==> config.mk <==
export PLATFORM = sky130hd
export DESIGN_NAME = key_scan_press_and_hold_tracker
export DESIGN_NICKNAME = d
export VERILOG_FILES = /design/src/hw/rtl/ksht_pkg.sv /design/src/hw/rtl/ksht_lane.sv /design/src/hw/rtl/ksht_merge.sv /design/src/hw/rtl/key_scan_press_and_hold_tracker.sv
export SDC_FILE = /design/constraint.sdc
export NUM_CORES = 1
export LEC_CHECK = 0
export BUFFER_PORTS_ARGS = -buffer_cell sky130_fd_sc_hd__buf_2
export CAP_MARGIN = 20
export CORE_MARGIN = 3
export CORE_UTILIZATION = 65
export DETAILED_ROUTE_END_ITERATION = 16
export GPL_ROUTABILITY_DRIVEN = 0
export PLACE_DENSITY = 0.94
export SETUP_SLACK_MARGIN = 0.15
export SLEW_MARGIN = 20
export SYNTH_ARGS = -nofsm -noshare
export SYNTH_HDL_FRONTEND = slang
export SYNTH_SLANG_ARGS = --single-unit
==> constraint.sdc <==
create_clock -name clk -period 5.1 [get_ports clk]
set_input_delay 1.02 -clock clk [delete_from_list [all_inputs] [get_ports clk]]
set_output_delay 1.02 -clock clk [all_outputs]
set_load 0.01 [all_outputs]
==> src/hw/rtl/ksht_pkg.sv <==
`timescale 1ns / 1ps
// ----------------------------------------------------------------------------
// ksht_pkg
// Shared constants, scan bit map and lane result type for the key scan
// press and hold tracker.
// ----------------------------------------------------------------------------
package ksht_pkg;

  localparam int OUT_W       = 16;
  localparam int TABLE_SIZE  = 16;
  localparam int CNT_W       = 8;
  localparam int DEF_BUTTONS = 16;

  localparam logic [CNT_W-1:0] HOLD_RESET = 8'd100;

  // scan word bit that drives each button
  localparam logic [4:0] SCAN_BIT [TABLE_SIZE] = '{
    5'd31, 5'd28, 5'd26, 5'd10, 5'd29, 5'd30, 5'd24, 5'd25,
    5'd27, 5'd16, 5'd0,  5'd9,  5'd19, 5'd18, 5'd17, 5'd1
  };

  typedef struct packed {
    logic pressed;
    logic rise;
    logic long_hit;
  } lane_res_t;

endpackage

==> src/hw/rtl/ksht_lane.sv <==
`timescale 1ns / 1ps
// ----------------------------------------------------------------------------
// ksht_lane
// One button slice: picks its scan bit, keeps the held-scan count and the
// previous pressed bit, and reports press, rising edge and long press.
// ----------------------------------------------------------------------------
module ksht_lane import ksht_pkg::*; #(
  parameter int LANE_IDX = 0
) (
  input  logic             clk,
  input  logic             rst,
  input  logic             accept,
  input  logic [31:0]      scan_word,
  input  logic [CNT_W-1:0] threshold,
  output lane_res_t        res
);

  logic             hit;
  logic             prev;
  logic [CNT_W-1:0] count;
  logic [CNT_W-1:0] count_inc;
  logic [CNT_W-1:0] count_next;
  logic             over;

  generate
    if (LANE_IDX < TABLE_SIZE) begin : g_mapped
      assign hit = scan_word[SCAN_BIT[LANE_IDX]];
    end else begin : g_unmapped
      assign hit = 1'b0;
    end
  endgenerate

  // count wraps within its width
  assign count_inc  = count + 1'b1;
  assign over       = hit && (count_inc > threshold);
  assign count_next = !hit ? count : (over ? '0 : count_inc);

  assign res.pressed  = hit;
  assign res.rise     = hit & ~prev;
  assign res.long_hit = over;

  always_ff @(posedge clk) begin
    if (rst) begin
      count <= '0;
      prev  <= 1'b0;
    end else if (accept) begin
      count <= count_next;
      prev  <= hit;
    end
  end

endmodule

==> src/hw/rtl/ksht_merge.sv <==
`timescale 1ns / 1ps
// ----------------------------------------------------------------------------
// ksht_merge
// Combines the lane results: per-button LED toggles, long-press LED parity
// toggle, and the registered result with its valid flag.
// ----------------------------------------------------------------------------
module ksht_merge import ksht_pkg::*; #(
  parameter int NUM_BUTTONS = DEF_BUTTONS
) (
  input  logic              clk,
  input  logic              rst,
  input  logic              accept,
  input  logic              take,
  input  lane_res_t         res [NUM_BUTTONS],
  output logic              result_valid,
  output logic [OUT_W-1:0]  button_state,
  output logic [OUT_W-1:0]  press_edges,
  output logic [OUT_W-1:0]  led_states,
  output logic              long_press_led
);

  logic [NUM_BUTTONS-1:0] pressed;
  logic [NUM_BUTTONS-1:0] rises;
  logic [NUM_BUTTONS-1:0] hits;
  logic [NUM_BUTTONS-1:0] led_bits;
  logic [NUM_BUTTONS-1:0] led_bits_next;
  logic                   long_led;
  logic                   long_led_next;
  logic [OUT_W-1:0]       pressed_w;
  logic [OUT_W-1:0]       rises_w;
  logic [OUT_W-1:0]       leds_w;

  generate
    for (genvar b = 0; b < NUM_BUTTONS; b++) begin : g_gather
      assign pressed[b] = res[b].pressed;
      assign rises[b]   = res[b].rise;
      assign hits[b]    = res[b].long_hit;
    end
    for (genvar i = 0; i < OUT_W; i++) begin : g_out
      if (i < NUM_BUTTONS) begin : g_used
        assign pressed_w[i] = pressed[i];
        assign rises_w[i]   = rises[i];
        assign leds_w[i]    = led_bits_next[i];
      end else begin : g_pad
        assign pressed_w[i] = 1'b0;
        assign rises_w[i]   = 1'b0;
        assign leds_w[i]    = 1'b0;
      end
    end
  endgenerate

  assign led_bits_next = led_bits ^ rises;
  // one toggle per lane that passed threshold
  assign long_led_next = long_led ^ (^hits);

  always_ff @(posedge clk) begin
    if (rst) begin
      led_bits     <= '0;
      long_led     <= 1'b0;
      result_valid <= 1'b0;
    end else begin
      if (accept) begin
        led_bits     <= led_bits_next;
        long_led     <= long_led_next;
        result_valid <= 1'b1;
      end else if (take) begin
        result_valid <= 1'b0;
      end
    end
  end

  always_ff @(posedge clk) begin
    if (accept) begin
      button_state   <= pressed_w;
      press_edges    <= rises_w;
      led_states     <= leds_w;
      long_press_led <= long_led_next;
    end
  end

endmodule

==> src/hw/rtl/key_scan_press_and_hold_tracker.sv <==
`timescale 1ns / 1ps
// ----------------------------------------------------------------------------
// key_scan_press_and_hold_tracker
// Key matrix scan decoder with press-edge LED toggles and long-press detect.
// ----------------------------------------------------------------------------
// Takes one 32-bit scan word per transfer and returns one result per scan,
// in the next cycle, at a sustained rate of one scan per clock. All button
// lanes update their held counts and previous-press bits in the cycle of the
// transfer, and the merge stage registers the result; the input stalls only
// while that result register is full and the output side is stalling.
// hold_threshold may be written only while no scan is in flight.
module key_scan_press_and_hold_tracker import ksht_pkg::*; #(
  parameter int NUM_BUTTONS = DEF_BUTTONS
) (
  input  logic             clk,
  input  logic             rst,
  input  logic             cfg_write,
  input  logic [CNT_W-1:0] cfg_data,
  input  logic             scan_valid,
  output logic             scan_stall,
  input  logic [31:0]      scan_word,
  output logic             result_valid,
  input  logic             result_stall,
  output logic [OUT_W-1:0] button_state,
  output logic [OUT_W-1:0] press_edges,
  output logic [OUT_W-1:0] led_states,
  output logic             long_press_led
);

  logic             hold_threshold;
  logic [CNT_W-1:0] threshold;
  logic             accept;
  logic             take;
  lane_res_t        res [NUM_BUTTONS];

  assign hold_threshold = cfg_write;
  assign scan_stall     = result_valid & result_stall;
  assign accept         = scan_valid & ~scan_stall;
  assign take           = result_valid & ~result_stall;

  always_ff @(posedge clk) begin
    if (rst) begin
      threshold <= HOLD_RESET;
    end else if (hold_threshold) begin
      threshold <= cfg_data;
    end
  end

  generate
    for (genvar b = 0; b < NUM_BUTTONS; b++) begin : g_lane
      ksht_lane #(
        .LANE_IDX (b)
      ) u_lane (
        .clk       (clk),
        .rst       (rst),
        .accept    (accept),
        .scan_word (scan_word),
        .threshold (threshold),
        .res       (res[b])
      );
    end
  endgenerate

  ksht_merge #(
    .NUM_BUTTONS (NUM_BUTTONS)
  ) u_merge (
    .clk            (clk),
    .rst            (rst),
    .accept         (accept),
    .take           (take),
    .res            (res),
    .result_valid   (result_valid),
    .button_state   (button_state),
    .press_edges    (press_edges),
    .led_states     (led_states),
    .long_press_led (long_press_led)
  );

endmodule

==> results by stage <==
Timing:
- The maximum frequency from static timing analysis is about 270 MHz.
- The final-report max-slew violation count is 0.
- Setup repair after global routing left no endpoint under its margin.
- For the finished layout, the period the worst path requires is 3.74 ns.
- On the final layout, the worst clock skew is approximately 0.011 ns.
- The number of setup violations in the final report is 0.
- The final count of hold timing violations is 0.
- The final critical path takes up 73.4% of the cycle.
- Summed over all failing endpoints, the final setup total negative slack is 0 ns.
- The worst-margin pin slew is 1.16 ns.
- Measured against its own limit, the worst slew margin works out to 22.4%.
- After layout, the worst setup slack is approximately 1.4 ns.
- Final hold analysis gives a worst-case slack of 0.456 ns.

Worst setup path:
- The depth of the worst register-to-register path is 15.
- The most critical setup path has its startpoint at g_lane[6].u_lane.count[2].
- The launching point of the worst reg2reg path is g_lane[6].u_lane.count[2].
- The reg-to-reg setup timing slack is 1.36 ns.
- The type of destination of the critical path is a flop.
- The slowest stage of the critical path belongs to the cell sky130_fd_sc_hd__xnor3_1.
- The delay of the slowest cell on the worst path is between 0.4 and 0.5 ns.
- The nature of the critical path startpoint is a flop.
- At the worst endpoint, the arrival time is 4.13 ns.
- The maximum fanout encountered on the critical timing path is 9.
- Data on the critical path is required at its endpoint by 5.49 ns.
- In this run the worst setup path terminates at u_merge.long_led.
- The worst setup path category is flop to flop.
- Traced cell by cell, the critical path runs through and3_1 > and3_1 > nand3_1 > xnor2_1 > ha_1 > nand2_1 > o211ai_1 > o211ai_1 > a21oi_4 > xnor2_1 > xnor3_1 > xnor2_1 > xnor3_1 > nand2_1 > a21oi_1.
- In this run the critical register-to-register path is captured at u_merge.long_led.
- The cell that appears most often on the critical path is sky130_fd_sc_hd__xnor2_1.

Yosys:
- Ranked by instance count, the synthesized netlist is headed by sky130_fd_sc_hd__nor2_1 (190), sky130_fd_sc_hd__dfxtp_1 (170), sky130_fd_sc_hd__a21oi_1 (166).
- Of the post-synthesis cell area, the dominant cell type holds 26.3%.
- The synthesized design contains 49 enable-type register cells.
- The total of flip-flops plus latches after synthesis is 219.
- The commonest register cell after synthesis is sky130_fd_sc_hd__dfxtp_1.
- Counting distinct cell types in the post-synthesis netlist gives 39.
- The post-synthesis net count is 1626.
- The number of cells produced by synthesis is 1437.
- Ranked by total cell area, the synthesized netlist is headed by sky130_fd_sc_hd__dfxtp_1 (26%), sky130_fd_sc_hd__ha_1 (14%), sky130_fd_sc_hd__edfxtp_1 (11%).
- The synthesized netlist occupies a cell area of around 13000 µm².
- The average instance in the mapped netlist occupies between 8 and 9 µm².
- The number of warning messages in the yosys log is 0.
- After synthesis, flip-flops and latches occupy 37.7% of the total area.
- The biggest area contributor in the post-synthesis netlist is sky130_fd_sc_hd__dfxtp_1.
- After synthesis, the share of flip-flops with an asynchronous set or reset is 0%.
- By instance count, the leading cell after synthesis is sky130_fd_sc_hd__nor2_1.

Route:
- The number of vias after detailed routing is 11100.
- The detailed router finished its first iteration with between 700 and 800 violations.
- The total wire length after detailed routing is 31100 µm.
- The number of search-and-repair iterations in the first detailed-routing pass is 7.
- For this run, design rule violations remaining after detail routing come to 0.
- The count of antenna-violating nets left after detailed routing is 0.
- In the final routed layout, each cell accounts on average for 17.5 µm.
- Using the TritonRoute via totals, the vias-per-cell ratio works out to 6.21.

GRT:
- The number of global-route vias before repair is 10900.
- Global routing used 48.6% of the available met2 tracks.
- For this run the aggregate overflow at the end of global routing stands at 0.
- The global-route wire length before repair is 51000 µm.
- The initial antenna violation count is 0.
- The met3 usage in global routing is 4.44%.
- The met1 global-route usage is 33.7%.
- The global router's overall resource usage is ~28%.
- met2 is the most crowded layer.
- The largest net degree at the start of global routing is 109.

Placement:
- The pre-CTS setup slack is 1.55 ns.
- Detailed placement ended at an HPWL of slightly below 20000 µm.
- Counting tap cells, the placed design contains a total of 1736 instances.
- The total placed instance area is 13500 µm².
- Port buffering added 79 buffers.

Die:
- The die is 147 µm tall.
- The starting density of the core is 67.5%.
- The total number of placement rows is 50.
- The floorplan step defined a core boundary enclosing 19100 µm².
- The horizontal die dimension is ~150 µm.
- During I/O placement, the number of pins put on the boundary was 96.
- The die covers approximately 22000 µm².

Cells and area:
- The repair_antennas step left the layout with diodes totalling 0.
- The register cell area after layout is 4870 µm².
- The finished layout holds 1780 standard cells, fillers aside.
- The area added between synthesis and finish is 10.8%.
- The number of nets in the finished design is 1691.
- The multi-input logic area is around 7800 µm².
- The filler cells instantiated in the layout total 1234.
- The proportion of layout cells with a drive suffix above 1 is 9.01%.
- After routing the design area is 14300 µm².

CTS:
- The clock reaches the later pin of the worst-skew pair after 0.52 ns.
- TritonCTS built the clock tree.
- In this run, post-CTS repair resized a total of 0 instances.
- In this run, CTS created clock tree buffers numbering 24.
- The clock transition time at the flip-flop clock pins of the worst setup and hold paths is 0.06 ns.
- The root buffer cell is sky130_fd_sc_hd__clkbuf_16.
- In this run the number of H-tree levels came out at 1.
- In this run the post-CTS setup repair buffer count came out at 0.
- The total of hold buffers inserted after clock tree synthesis is 0.
- CTS saw 219 sinks.
- The longest clock path from root to sink contains 3 buffers.

Power and ir drop:
- VDD sags by at most 0.230 mV.
- Summed over all cells, the static leakage comes to ~6.2 nW.
- Power spread over the standard cell area amounts to 281 nW/µm².

Hold path:
- The worst hold path belongs to the class flop to flop.

Status:
- The run finished with clean final reports.

Run:
- The tool flagged a number of max-cap violations equal to 0.
through the flow:
stage	power (mW)	utilization [%]
3_3_place_gp	2.31	70.7
6_report	4.03	74.8
5_1_grt	4.16	74.8
3_5_place_dp	2.34	70.7
4_1_cts	4.03	74.8
2_1_floorplan	2.19	-
cell families (layout without fill, tap and decap cells):
group | count (synthesis) | in the layout | share of synthesized area (%)
XOR/XNOR | 142 | 142 | 9.89
flip-flops | 219 | 219 | 37.7
buffers and inverters | 56 | 139 | 1.66
adder cells (fa/ha/maj) | 144 | 144 | 13.9
AND/OR/NAND/NOR | 534 | 534 | 20.9
multiplexers | 20 | 20 | 1.55
AO/OA/AOI/OAI | 322 | 322 | 14.4
per-layer routing:
metal	wire length, µm	part of all wire [%]
met2	15400	49
met5	0	0
met1	12400	40
met4	1250	4.0
met3	2100	6.8
worst min path at each step:
| stage | slack [ns] | endpoint | cells after the start | start |
|---|---|---|---|---|
| finish | 0.46 | g_lane[8].u_lane.prev | 2 | g_lane[8].u_lane.prev |
| global route | 0.48 | g_lane[12].u_lane.prev | 2 | g_lane[12].u_lane.prev |
| CTS | 0.46 | g_lane[7].u_lane.prev | 2 | g_lane[7].u_lane.prev |
| detailed placement | 0.45 | g_lane[7].u_lane.prev | 2 | g_lane[7].u_lane.prev |
| global placement | 0.44 | g_lane[4].u_lane.prev | 2 | g_lane[4].u_lane.prev |
| floorplan | 0.44 | g_lane[0].u_lane.prev | 2 | g_lane[0].u_lane.prev |
cell type report:
type,count,area share (%)
Tap cell,260,2.27
Sequential cell,219,34.0
Timing Repair Buffer,83,3.16
Clock buffer,34,4.88
Inverter,12,0.323
Clock inverter,10,0.585
Multi-Input combinational cell,1162,54.7
flip-flops by register name, summed over array words and instances, names as in the netlist:
| register | flops |
|---|---|
| g_lane.u_lane.prev | 16 |
| u_merge.led_bits | 16 |
| threshold | 8 |
| u_merge.long_led | 1 |
| u_merge.button_state | 16 |
| u_merge.press_edges | 16 |
| u_merge.led_states | 16 |
| g_lane.u_lane.count | 128 |
| u_merge.long_press_led | 1 |
| u_merge.result_valid | 1 |
power breakdown:
part           internal, mW  total, mW  switching [mW]
sequential             1.85       1.89          0.0422
clock                  1.01       1.71           0.706
combinational         0.150      0.423           0.273
total                  3.01       4.03            1.02
cell usage in the layout, fill, tap and decap left out, drive strengths merged, types with 20 or more instances in the layout:
| cell type | count |
|---|---|
| nor2 | 191 |
| ha | 144 |
| o21ai | 95 |
| nand3 | 41 |
| edfxtp | 49 |
| xor2 | 92 |
| nand3b | 48 |
| a21oi | 175 |
| and3 | 38 |
| nand2 | 96 |
| dfxtp | 170 |
| nand4 | 27 |
| mux2i | 20 |
| nor3b | 47 |
| nor2b | 41 |
| xnor2 | 48 |
| buf | 83 |
| clkbuf | 34 |
critical path, delay by kind of cell, from the launching register on:
family,cells,cell delay (ns)
XOR/XNOR,5,1.24
AND/OR/NAND/NOR,5,0.87
AO/OA/AOI/OAI,4,0.74
flip-flops,1,0.41
adder cells (fa/ha/maj),1,0.34
Note: power is estimated with default switching activity, not from simulation.
